## src/rtl/sdq_pkg.sv

```systemverilog
// ----------------------------------------------------------------------------
// sdq_pkg: shared definitions for the spike delay queue
// Field widths, command and status codes, and the command/status bundles
// between the controller and the datapath.
// ----------------------------------------------------------------------------
package sdq_pkg;

  localparam int QUEUE_DEPTH_DEF = 64;

  localparam int CMD_W    = 2;
  localparam int COORD_W  = 16;
  localparam int VALUE_W  = 16;
  localparam int DELAY_W  = 8;
  localparam int STATUS_W = 3;
  localparam int OCC_W    = 7;

  // Slot word layouts: {x, y, z} and {value, delay}
  localparam int CRD_W = 3 * COORD_W;
  localparam int VD_W  = VALUE_W + DELAY_W;

  localparam logic [CMD_W-1:0] CMD_PUSH = 2'd0;
  localparam logic [CMD_W-1:0] CMD_POP  = 2'd1;
  localparam logic [CMD_W-1:0] CMD_TICK = 2'd2;

  localparam logic [STATUS_W-1:0] ST_PUSHED  = 3'd0;
  localparam logic [STATUS_W-1:0] ST_DROPPED = 3'd1;
  localparam logic [STATUS_W-1:0] ST_POPPED  = 3'd2;
  localparam logic [STATUS_W-1:0] ST_NONE    = 3'd3;
  localparam logic [STATUS_W-1:0] ST_TICK    = 3'd4;

  typedef struct packed {
    logic                push_write;
    logic                scan_clear;
    logic                scan_step;
    logic                tick_write;
    logic                shift_write;
    logic                load_found;
    logic                count_dec;
    logic                emit;
    logic [STATUS_W-1:0] code;
  } dp_cmd_t;

  typedef struct packed {
    logic full;
    logic scan_end;
    logic rd_pend;
    logic rd_due;
  } dp_sts_t;

endpackage

```

## src/rtl/spike_delay_queue.sv

```systemverilog
// ----------------------------------------------------------------------------
// spike_delay_queue: ordered queue of delayed spike events
// Push, pop-oldest-due and tick commands over QUEUE_DEPTH stored events.
// ----------------------------------------------------------------------------
// A request is taken when start is high and busy is low; its one result shows
// on the result ports for a single cycle with done high, and the receiver
// cannot stall it. Push and the unused command code give their result in the
// cycle after the request and never raise busy. Tick and pop hold busy while
// they sweep the slot memories through their single read and write port, one
// slot per cycle, for the aging pass, the due search and the move that closes
// the gap behind a popped event; on an empty queue either one holds busy for
// one cycle. done rises in the same cycle that busy falls. A new request may
// be issued in the same cycle that done is high.
module spike_delay_queue #(
  parameter int QUEUE_DEPTH = sdq_pkg::QUEUE_DEPTH_DEF
) (
  input  logic                                clk,
  input  logic                                rst,
  input  logic                                start,
  output logic                                busy,
  input  logic        [sdq_pkg::CMD_W-1:0]    command,
  input  logic signed [sdq_pkg::COORD_W-1:0]  target_x,
  input  logic signed [sdq_pkg::COORD_W-1:0]  target_y,
  input  logic signed [sdq_pkg::COORD_W-1:0]  target_z,
  input  logic signed [sdq_pkg::VALUE_W-1:0]  event_value,
  input  logic        [sdq_pkg::DELAY_W-1:0]  delay_ticks,
  output logic                                done,
  output logic        [sdq_pkg::STATUS_W-1:0] status,
  output logic signed [sdq_pkg::COORD_W-1:0]  out_x,
  output logic signed [sdq_pkg::COORD_W-1:0]  out_y,
  output logic signed [sdq_pkg::COORD_W-1:0]  out_z,
  output logic signed [sdq_pkg::VALUE_W-1:0]  out_value,
  output logic        [sdq_pkg::OCC_W-1:0]    occupancy
);
  import sdq_pkg::*;

  dp_cmd_t dp_cmd;
  dp_sts_t dp_sts;

  sdq_ctrl u_ctrl (
    .clk     (clk),
    .rst     (rst),
    .start   (start),
    .command (command),
    .sts     (dp_sts),
    .busy    (busy),
    .cmd     (dp_cmd)
  );

  sdq_datapath #(
    .QUEUE_DEPTH (QUEUE_DEPTH)
  ) u_datapath (
    .clk         (clk),
    .rst         (rst),
    .cmd         (dp_cmd),
    .target_x    (target_x),
    .target_y    (target_y),
    .target_z    (target_z),
    .event_value (event_value),
    .delay_ticks (delay_ticks),
    .sts         (dp_sts),
    .done        (done),
    .status      (status),
    .out_x       (out_x),
    .out_y       (out_y),
    .out_z       (out_z),
    .out_value   (out_value),
    .occupancy   (occupancy)
  );

  // Push gives its result in the very next cycle
  a_push_next: assert property (@(posedge clk) disable iff (rst)
    start && !busy && (command == CMD_PUSH) |=> done &&
      ((status == ST_PUSHED) || (status == ST_DROPPED)))
    else $error("push request did not complete in one cycle");

  // Tick and pop enter a sweep
  a_sweep_busy: assert property (@(posedge clk) disable iff (rst)
    start && !busy && ((command == CMD_TICK) || (command == CMD_POP)) |=> busy)
    else $error("sweep request did not raise busy");

  // A result is never shown while a sweep is still running
  a_done_idle: assert property (@(posedge clk) disable iff (rst)
    done |-> !busy)
    else $error("result strobe during busy");

  // Only a popped event carries fields
  a_zero_fields: assert property (@(posedge clk) disable iff (rst)
    done && (status != ST_POPPED) |->
      (out_x == '0) && (out_y == '0) && (out_z == '0) && (out_value == '0))
    else $error("event fields not cleared on non-pop result");

endmodule

```

## src/rtl/sdq_datapath.sv

```systemverilog
// ----------------------------------------------------------------------------
// sdq_datapath: slot memories, occupancy count and sweep pointer
// Holds the events in two memories with a read and a write port each, sweeps
// them one slot per cycle for tick and pop, and registers the result fields.
// ----------------------------------------------------------------------------
module sdq_datapath #(
  parameter int QUEUE_DEPTH = sdq_pkg::QUEUE_DEPTH_DEF
) (
  input  logic                                clk,
  input  logic                                rst,
  input  sdq_pkg::dp_cmd_t                    cmd,
  input  logic signed [sdq_pkg::COORD_W-1:0]  target_x,
  input  logic signed [sdq_pkg::COORD_W-1:0]  target_y,
  input  logic signed [sdq_pkg::COORD_W-1:0]  target_z,
  input  logic signed [sdq_pkg::VALUE_W-1:0]  event_value,
  input  logic        [sdq_pkg::DELAY_W-1:0]  delay_ticks,
  output sdq_pkg::dp_sts_t                    sts,
  output logic                                done,
  output logic        [sdq_pkg::STATUS_W-1:0] status,
  output logic signed [sdq_pkg::COORD_W-1:0]  out_x,
  output logic signed [sdq_pkg::COORD_W-1:0]  out_y,
  output logic signed [sdq_pkg::COORD_W-1:0]  out_z,
  output logic signed [sdq_pkg::VALUE_W-1:0]  out_value,
  output logic        [sdq_pkg::OCC_W-1:0]    occupancy
);
  import sdq_pkg::*;

  localparam int AW = $clog2(QUEUE_DEPTH);
  localparam int CW = $clog2(QUEUE_DEPTH + 1);

  logic [CRD_W-1:0] coord_mem [QUEUE_DEPTH];
  logic [VD_W-1:0]  vd_mem    [QUEUE_DEPTH];

  logic [CW-1:0]    count;
  logic [CW-1:0]    count_next;
  logic [CW-1:0]    ptr;
  logic             rd_pend;
  logic [AW-1:0]    rd_addr;
  logic [CRD_W-1:0] coord_rd;
  logic [VD_W-1:0]  vd_rd;

  logic             rd_en;
  logic             due;
  logic [DELAY_W-1:0] delay_dec;
  logic             c_we;
  logic             v_we;
  logic [AW-1:0]    wa;
  logic [CRD_W-1:0] c_wd;
  logic [VD_W-1:0]  v_wd;

  assign due       = (vd_rd[DELAY_W-1:0] == '0);
  assign delay_dec = due ? '0 : vd_rd[DELAY_W-1:0] - DELAY_W'(1);

  assign sts.full     = (count == CW'(QUEUE_DEPTH));
  assign sts.scan_end = (ptr == count);
  assign sts.rd_pend  = rd_pend;
  assign sts.rd_due   = due;

  assign rd_en = cmd.scan_step && !sts.scan_end;

  always_comb begin
    count_next = count;
    if (cmd.push_write) begin
      count_next = count + CW'(1);
    end else if (cmd.count_dec) begin
      count_next = count - CW'(1);
    end
  end

  // Single write port: append, age in place, or move a slot down by one
  always_comb begin
    c_we = 1'b0;
    v_we = 1'b0;
    wa   = '0;
    c_wd = coord_rd;
    v_wd = vd_rd;
    if (cmd.push_write) begin
      c_we = 1'b1;
      v_we = 1'b1;
      wa   = count[AW-1:0];
      c_wd = {target_x, target_y, target_z};
      v_wd = {event_value, delay_ticks};
    end else if (cmd.tick_write && rd_pend) begin
      v_we = 1'b1;
      wa   = rd_addr;
      v_wd = {vd_rd[VD_W-1:DELAY_W], delay_dec};
    end else if (cmd.shift_write && rd_pend) begin
      c_we = 1'b1;
      v_we = 1'b1;
      wa   = rd_addr - AW'(1);
    end
  end

  always_ff @(posedge clk) begin
    if (c_we) begin
      coord_mem[wa] <= c_wd;
    end
    if (v_we) begin
      vd_mem[wa] <= v_wd;
    end
    if (rd_en) begin
      coord_rd <= coord_mem[ptr[AW-1:0]];
      vd_rd    <= vd_mem[ptr[AW-1:0]];
      rd_addr  <= ptr[AW-1:0];
    end
  end

  always_ff @(posedge clk) begin
    if (rst) begin
      count   <= '0;
      ptr     <= '0;
      rd_pend <= 1'b0;
      done    <= 1'b0;
    end else begin
      count <= count_next;
      done  <= cmd.emit;
      if (cmd.scan_clear) begin
        ptr     <= '0;
        rd_pend <= 1'b0;
      end else if (cmd.load_found) begin
        // restart the sweep just past the popped slot and drop the stale read
        ptr     <= CW'(rd_addr) + CW'(1);
        rd_pend <= 1'b0;
      end else begin
        if (rd_en) begin
          ptr <= ptr + CW'(1);
        end
        rd_pend <= rd_en;
      end
    end
  end

  always_ff @(posedge clk) begin
    if (cmd.load_found) begin
      out_x     <= coord_rd[3*COORD_W-1 -: COORD_W];
      out_y     <= coord_rd[2*COORD_W-1 -: COORD_W];
      out_z     <= coord_rd[COORD_W-1:0];
      out_value <= vd_rd[VD_W-1:DELAY_W];
    end
    if (cmd.emit) begin
      status    <= cmd.code;
      occupancy <= OCC_W'(count_next);
      if (cmd.code != ST_POPPED) begin
        out_x     <= '0;
        out_y     <= '0;
        out_z     <= '0;
        out_value <= '0;
      end
    end
  end

endmodule

```

## src/rtl/sdq_ctrl.sv

```systemverilog
// ----------------------------------------------------------------------------
// sdq_ctrl: command sequencer for the spike delay queue
// Decodes each request and steps the datapath through append, aging sweep,
// due-slot search and gap closing.
// ----------------------------------------------------------------------------
module sdq_ctrl (
  input  logic                        clk,
  input  logic                        rst,
  input  logic                        start,
  input  logic [sdq_pkg::CMD_W-1:0]   command,
  input  sdq_pkg::dp_sts_t            sts,
  output logic                        busy,
  output sdq_pkg::dp_cmd_t            cmd
);
  import sdq_pkg::*;

  typedef enum logic [3:0] {
    S_IDLE  = 4'b0001,
    S_TICK  = 4'b0010,
    S_SCAN  = 4'b0100,
    S_SHIFT = 4'b1000
  } state_t;

  state_t state;
  state_t state_next;

  logic sweep_drained;

  assign busy          = (state != S_IDLE);
  assign sweep_drained = sts.scan_end && !sts.rd_pend;

  always_comb begin
    cmd        = '0;
    state_next = state;
    unique case (state)
      S_IDLE: begin
        if (start) begin
          case (command)
            CMD_PUSH: begin
              cmd.emit = 1'b1;
              if (sts.full) begin
                cmd.code = ST_DROPPED;
              end else begin
                cmd.push_write = 1'b1;
                cmd.code       = ST_PUSHED;
              end
            end
            CMD_POP: begin
              cmd.scan_clear = 1'b1;
              state_next     = S_SCAN;
            end
            CMD_TICK: begin
              cmd.scan_clear = 1'b1;
              state_next     = S_TICK;
            end
            default: begin
              cmd.emit = 1'b1;
              cmd.code = ST_NONE;
            end
          endcase
        end
      end
      S_TICK: begin
        cmd.scan_step  = 1'b1;
        cmd.tick_write = 1'b1;
        if (sweep_drained) begin
          cmd.emit   = 1'b1;
          cmd.code   = ST_TICK;
          state_next = S_IDLE;
        end
      end
      S_SCAN: begin
        if (sts.rd_pend && sts.rd_due) begin
          cmd.load_found = 1'b1;
          state_next     = S_SHIFT;
        end else if (sweep_drained) begin
          cmd.emit   = 1'b1;
          cmd.code   = ST_NONE;
          state_next = S_IDLE;
        end else begin
          cmd.scan_step = 1'b1;
        end
      end
      S_SHIFT: begin
        cmd.scan_step   = 1'b1;
        cmd.shift_write = 1'b1;
        if (sweep_drained) begin
          cmd.count_dec = 1'b1;
          cmd.emit      = 1'b1;
          cmd.code      = ST_POPPED;
          state_next    = S_IDLE;
        end
      end
      default: begin
        state_next = S_IDLE;
      end
    endcase
  end

  always_ff @(posedge clk) begin
    if (rst) begin
      state <= S_IDLE;
    end else begin
      state <= state_next;
    end
  end

endmodule

```

## config.mk

```make
export PLATFORM = sky130hd
export DESIGN_NAME = spike_delay_queue
export DESIGN_NICKNAME = d
export VERILOG_FILES = /design/src/rtl/sdq_pkg.sv /design/src/rtl/spike_delay_queue.sv /design/src/rtl/sdq_datapath.sv /design/src/rtl/sdq_ctrl.sv
export SDC_FILE = /design/constraint.sdc
export NUM_CORES = 2
export LEC_CHECK = 0
export ABC_AREA = 1
export ABC_CLOCK_PERIOD_IN_PS = 7700
export BUFFER_PORTS_ARGS = -buffer_cell sky130_fd_sc_hd__buf_2
export CAP_MARGIN = 15
export CORE_UTILIZATION = 43
export CTS_CLUSTER_DIAMETER = 120
export DETAILED_ROUTE_END_ITERATION = 10
export PLACE_DENSITY = 0.61
export SYNTH_ARGS = -nofsm -noshare
export SYNTH_HDL_FRONTEND = slang
export SYNTH_MEMORY_MAX_BITS = 65536
export SYNTH_SLANG_ARGS = --single-unit
```

## constraint.sdc

```tcl
create_clock -name clk -period 7.7 [get_ports clk]
set_clock_uncertainty 0.2 [all_clocks]
set_input_delay 0.77 -clock clk [delete_from_list [all_inputs] [get_ports clk]]
set_output_delay 0.77 -clock clk [all_outputs]
set_load 0.1 [all_outputs]
```

# [After elaboration in Yosys (flattened, before gate mapping)]
# Memories as Yosys holds them, arrays and structs flattened. A register that Yosys moved wholly into a read port is not among the register bits.
# Cells that the tools add are included.
[totals] reg_bits=100 ram_bits=4608 input_bits=77 out_inout_bits=76 wordCells=105 n_memories=2
[classes] addsub=6 n_eq_ne=12 muxes=58 n_reduce_logical=15
[memory_table] name="u_datapath.coord_mem" words=64 width=48 rd=1 rd_clocked_by_memory_dff=1 write_ports=1 line="sdq_datapath.sv:31" source="logic [CRD_W-1:0] coord_mem [QUEUE_DEPTH];"
[memory_table] name="u_datapath.vd_mem" words=64 width=24 rd=1 rd_clocked_by_memory_dff=1 write_ports=1 line="sdq_datapath.sv:32" source="logic [VD_W-1:0] vd_mem [QUEUE_DEPTH];"
[op_table] op="$mux W16" n=12
[op_table] op="$mux W48" n=1
[op_table] op="$mux W4" n=7
[op_table] op="$mux W7" n=4
[op_table] op="$mux W24" n=1
[op_table] op="$mux W1" n=20
[op_table] op="$mux W6" n=3
[op_table] op="$mux W8" n=2
[op_table] op="$pmux W4 S2" n=2
[op_table] op="$pmux W4 S4" n=1
[op_table] op="$add A7 B1 Y7 const B" n=2
[op_table] op="$pmux W4 S3" n=1
[op_table] op="$logic_not A8 Y1" n=1
[op_table] op="$sub A8 B1 Y8 const B" n=1
[op_table] op="$add A6 B1 Y7 const B" n=1
[op_table] op="$eq A7 B7 Y1" n=1
[op_table] op="$eq A7 B7 Y1 const B" n=1
[op_table] op="$sub A7 B1 Y7 const B" n=1
[op_table] op="$reduce_or A2 Y1" n=3
[op_table] op="$sub A6 B1 Y6 const B" n=1
[op_table] op="$logic_and A1 B1 Y1" n=5
[op_table] op="$mux W5" n=1
[op_table] op="$eq A4 B1 Y1 const B" n=1
[op_table] op="$eq A4 B2 Y1 const B" n=1
[op_table] op="other kinds (15)" n=17

# [Logic depth before layout (Yosys ltp)]
[logic_depth] word_depth=8 depth_mapped=14 depth_no_buf=14

# [By module]
# From an unflattened synthesis, not the netlist that was laid out.
[hier_totals] cells_unflattened=16171 hier_area_um2=192497.1
[by_module_without_submodules] module="sdq_datapath" instances=1 cells_per_inst=16092 area_each_um2=192080.5 seq_area_each_um2=142616.8
[by_module_without_submodules] module="sdq_ctrl" instances=1 cells_per_inst=79 area_each_um2=416.6 seq_area_each_um2=80.1

# [Worst setup path before layout]
# Ideal clock, no wire load.
[synth_timing] kind="input-to-reg" startpoint="in command[0] (netlist bit)" endpoint="mem u_datapath.coord_mem[50][0] (netlist bit) (enable)" setup_time_ps=513 arrival_time_ps=5162 t_required_ps=6987 path_slack_ps=1825 path_stages=9 path_buffers=1 path_cell_list="inv_1 ha_1 nand2_4 nor2_8 a21oi_1 nor2_2 nand2_2 buf_2 nor3_1"
[synth_via] elab_chain_cells=7
[synth_lines] element="start, declared" line="spike_delay_queue.sv:21" source="input logic [sdq_pkg::CMD_W-1:0] command,"
[synth_lines] element="$logic_not A2 Y1 (*)" line="sdq_ctrl.sv:38" source="case (command)"
[synth_lines] element="$mux W1 (*)" line="sdq_ctrl.sv:38"
[synth_lines] element="$mux W2 (*)" line="sdq_ctrl.sv:37" source="if (start) begin"
[synth_lines] element="$mux W2 (*)" line="sdq_ctrl.sv:35" source="unique case (state)"
[synth_lines] element="$mux W1" line="sdq_datapath.sv:77" source="if (cmd.push_write) begin"
[synth_lines] element="$mux W1" line="sdq_datapath.sv:95" source="if (c_we) begin"
[synth_lines] element="$mux W1 (not written as such)" line="sdq_datapath.sv:96" source="coord_mem[wa] <= c_wd;"
[synth_lines] element="end, declared" line="sdq_datapath.sv:31"
# Mark *: on every way between the ends. The rest lies on a longest branch, timed or not.

# [Worst setup path in the final report]
[layout_timing] startpoint="reg u_datapath.count[1]" endpoint="mem u_datapath.coord_mem[9][29] (netlist bit) (data pin)"
[layout_via] elab_chain_cells=6
[layout_lines] element="start, declared" line="sdq_datapath.sv:34" source="logic [CW-1:0] count;"
[layout_lines] element="start signal, assigned" line="sdq_datapath.sv:115" source="count <= count_next;"
[layout_lines] element="$eq A7 B7 Y1" line="sdq_datapath.sv:54" source="assign sts.full = (count == CW'(QUEUE_DEPTH));"
[layout_lines] element="$mux W1" line="sdq_ctrl.sv:41" source="if (sts.full) begin"
[layout_lines] element="$mux W1" line="sdq_ctrl.sv:38"
[layout_lines] element="$mux W2" line="sdq_ctrl.sv:37"
[layout_lines] element="$mux W2" line="sdq_ctrl.sv:35"
[layout_lines] element="$mux W48" line="sdq_datapath.sv:77"
[layout_lines] element="net u_datapath.c_wd[29]" line="sdq_datapath.sv:48" source="logic [CRD_W-1:0] c_wd;"
# The timed path passes the listed nets, and every way through them passes these cells.

==> run metrics <==
Worst-path clk slew=around 60 ps; RSZ-0062 raised after global routing=no; Worst EP required=slightly above 8000 ps; die area=442700 um^2; reg2reg setup slack=between 3000 and 4000 ps; drt wl/cell=roughly 27 um; Avg Inst Size Synth=approximately 13 um^2; P&R area growth vs syn=11.70%; nets=about 15000; initial antenna violation count=21; Post-synth EDFFs=4696; f_max=~0.21 GHz; row count=~240; kind of critical path=reg -> reg; Hold Crit Class=in -> reg; Post-Route Setup TNS=0 ps; die extent in y=around 670 um; Vias=roughly 120k; Buffers on Ports=between 150 and 200; highest routed metal layer=met5; Final min period=approximately 4700 ps; DR iter-0 viols=16600; reg2reg path depth=11; placed insts=20050; DRT Pass-1 Iters=6; Hold Path Depth=3; Seq/Total Area, Yosys=75.41%; Final Wtd Congestion=slightly above 0.8; Startpoint Class=flip-flop; syn_nets=~15000; status=finished clean; Worst-Skew Late Latency=about 1000 ps; ranking of synthesized cells by area=edfxtp_1, o21ai_0, nor2_1, o22ai_1, nand2_1; Cells after Synth=14770; largest net degree at the start of global routing=about 230; global-route usage over all layers=about a quarter; Hold Path End=u_datapath.coord_mem[2][8]$_DFFE_PP_; core area=438100 um^2; Synth area leader=edfxtp_1; most common cell after layout, fill and taps aside=edfxtp_1; Final Core Density=48.24%; TritonCTS clock tree=done; Critical Path Sink Type=flip-flop; max-slew violation count=0; Rel. slew slack=a little under a fifth; FF-to-FF End=u_datapath.coord_mem[9][29]$_DFFE_PP_; HPWL Detailed=a little under 300000 um; Synth Cell Area=189200 um^2; final setup fails=0; metal3 WL=approximately 56000 um; yosys warns=0; Final Instance Area=211400 um^2; PwrDens=roughly 250 nW/um^2; vias in the first global route=~110k; global-route wire length before repair=805300 um; clk root buf=clkbuf_16; Leak=between 60 and 70 nW; CTS Buf Count=approximately 470; Vias/cell=about 6; Hold Violations, Final=0; DRC viols=0; CTS H-Tree Depth=5; Post-Route M1 WL=roughly 230000 um; most frequent cells in the layout=edfxtp_1, nor2_1, o21ai_0, nand2_1, o22ai_1; Min-Delay Startpoint=target_z[8]; Final ANT Viol Nets=0; CTS Sinks=roughly 4800; met2 WL=roughly 260000 um; Worst Tran Pin Value=1224 ps; post-synth top area share=74.52%; CTS max path bufs=4; final cell count without fillers=between 20000 and 25000; # fillers=38010; Crit Path Max Fanout=37; grt total ovfl=0; Initial Utilization=a little over two fifths; crit path DAT=5220 ps; share of layout cells above drive strength 1=between 9 and 10%; Max IR drop VDD=roughly 0.00021 V; Main synth FF type=edfxtp_1; Yosys cell types=46; I/O pin total=~150; Routed Wire Length=around 560000 um; FF+latch count, synth=~4800; maxcap violations=0; Post-DP Area=between 150000 and 200000 um^2; ys async rst share=0%; chip width=roughly 670 um; Critical R2R Launch=u_datapath.count[1]$_SDFF_PP0_; fin crit share=approximately three fifths
-- cells in the mapped netlist, types with 10 or more instances --
cell type	n
buf_6	21
a21boi_1	50
and2_1	74
nor3_1	46
nor3_2	21
buf_1	68
edfxtp_1	4696
inv_2	17
ha_1	10
buf_2	241
nand2_2	12
nand4_1	12
a21boi_2	10
a21oi_1	14
nand2_1	1626
inv_1	47
dfxtp_1	84
o22ai_1	1154
buf_4	49
o21ai_0	2326
xor2_1	10
nand3_4	11
clkbuf_1	695
nand3_1	1031
nor2_1	2392
-- area by class of cell --
class                      instances  area (um^2)  area share, %
antenna                           10        25.02        0.01184
clock buffer                     595        12450          5.889
clock inverter                   271         2435          1.152
inverter                          66        319.1         0.1510
multi-input combinational       8849        42380          20.05
sequential                      4780       142700          67.52
tap                             5880         7357          3.481
timing repair buffer             475         3679          1.740
-- stage by stage --
step           hold WS (ps)  power, mW  setup WS [ps]
2_1_floorplan         202.9      30.20           1825
3_3_place_gp          309.0      30.89           2735
3_5_place_dp          305.8      30.91           2684
4_1_cts               37.37      53.06           3038
5_1_grt               89.21      54.09           2834
6_report              113.2      52.88           3008
-- metal layers --
layer / track usage, % / vias up
li1: - / 54200
met1: 34.52 / 62130
met2: 38.54 / 6452
met3: 4.214 / 999
met4: 9.229 / 8
met5: 0 / -
-- worst max path at each step --
| stage | startpoint | end |
|---|---|---|
| 3_5_place_dp | command[0] | u_datapath.coord_mem[30][42]$_DFFE_PP_ |
| 2_1_floorplan | command[0] | u_datapath.coord_mem[50][0]$_DFFE_PP_ |
| 4_1_cts | u_datapath.count[1]$_SDFF_PP0_ | u_datapath.coord_mem[30][12]$_DFFE_PP_ |
| 5_1_grt | u_datapath.count[1]$_SDFF_PP0_ | u_datapath.coord_mem[30][28]$_DFFE_PP_ |
| 6_report | u_datapath.count[1]$_SDFF_PP0_ | u_datapath.coord_mem[9][29]$_DFFE_PP_ |
| 3_3_place_gp | command[0] | u_datapath.coord_mem[30][47]$_DFFE_PP_ |
-- registers in the layout, summed over array words and instances, names as in the netlist --
register              count
u_datapath.coord_rd      48
u_datapath.out_y         16
u_datapath.vd_rd         24
u_datapath.rd_pend        1
u_datapath.out_value     16
u_datapath.occupancy      7
u_datapath.out_x         16
u_datapath.ptr            7
u_ctrl.state              4
u_datapath.done           1
u_datapath.out_z         16
u_datapath.status         3
u_datapath.coord_mem   3072
u_datapath.vd_mem      1536
u_datapath.rd_addr        6
u_datapath.count          7
-- where the power goes --
part	switching, mW	total, mW	internal (mW)	leakage [nW]
registers	0.0189	28.8	28.8	43.0
clock network	9.78	22.5	12.7	7.28
logic	1.32	1.56	0.233	19.7
-- kinds of logic (layout without fill, tap and decap cells) --
group | Yosys count | after routing | synth area share, %
other | 0 | 10 | 0
AOI/OAI and AO/OA | 3573 | 3573 | 10.36
adders and majority gates | 10 | 10 | 0.06612
DFF | 4780 | 4780 | 75.41
buffers and inverters | 1140 | 1407 | 2.605
and+or+nand+nor | 5248 | 5248 | 11.48
xor gates and xnor gates | 18 | 18 | 0.08331
-- timing repair --
item / in CTS / in global routing
hold endpoints to repair: 6 / 0
buffers inserted: 0 / 0
gates resized for setup: 0 / 0
hold buffers: 1 / 0
-- worst max-delay path, stage by stage, from the launching register on --
cell and delay (ps):
dfxtp_1 380, inv_1 190, ha_1 230, nand3_2 130
nor2_4 160, nand2_4 90, nand3_4 150, buf_4 610
buf_4 640, nand2_1 100, nand2_1 840, buf_4 560
Note: power is estimated with default switching activity, not from simulation.
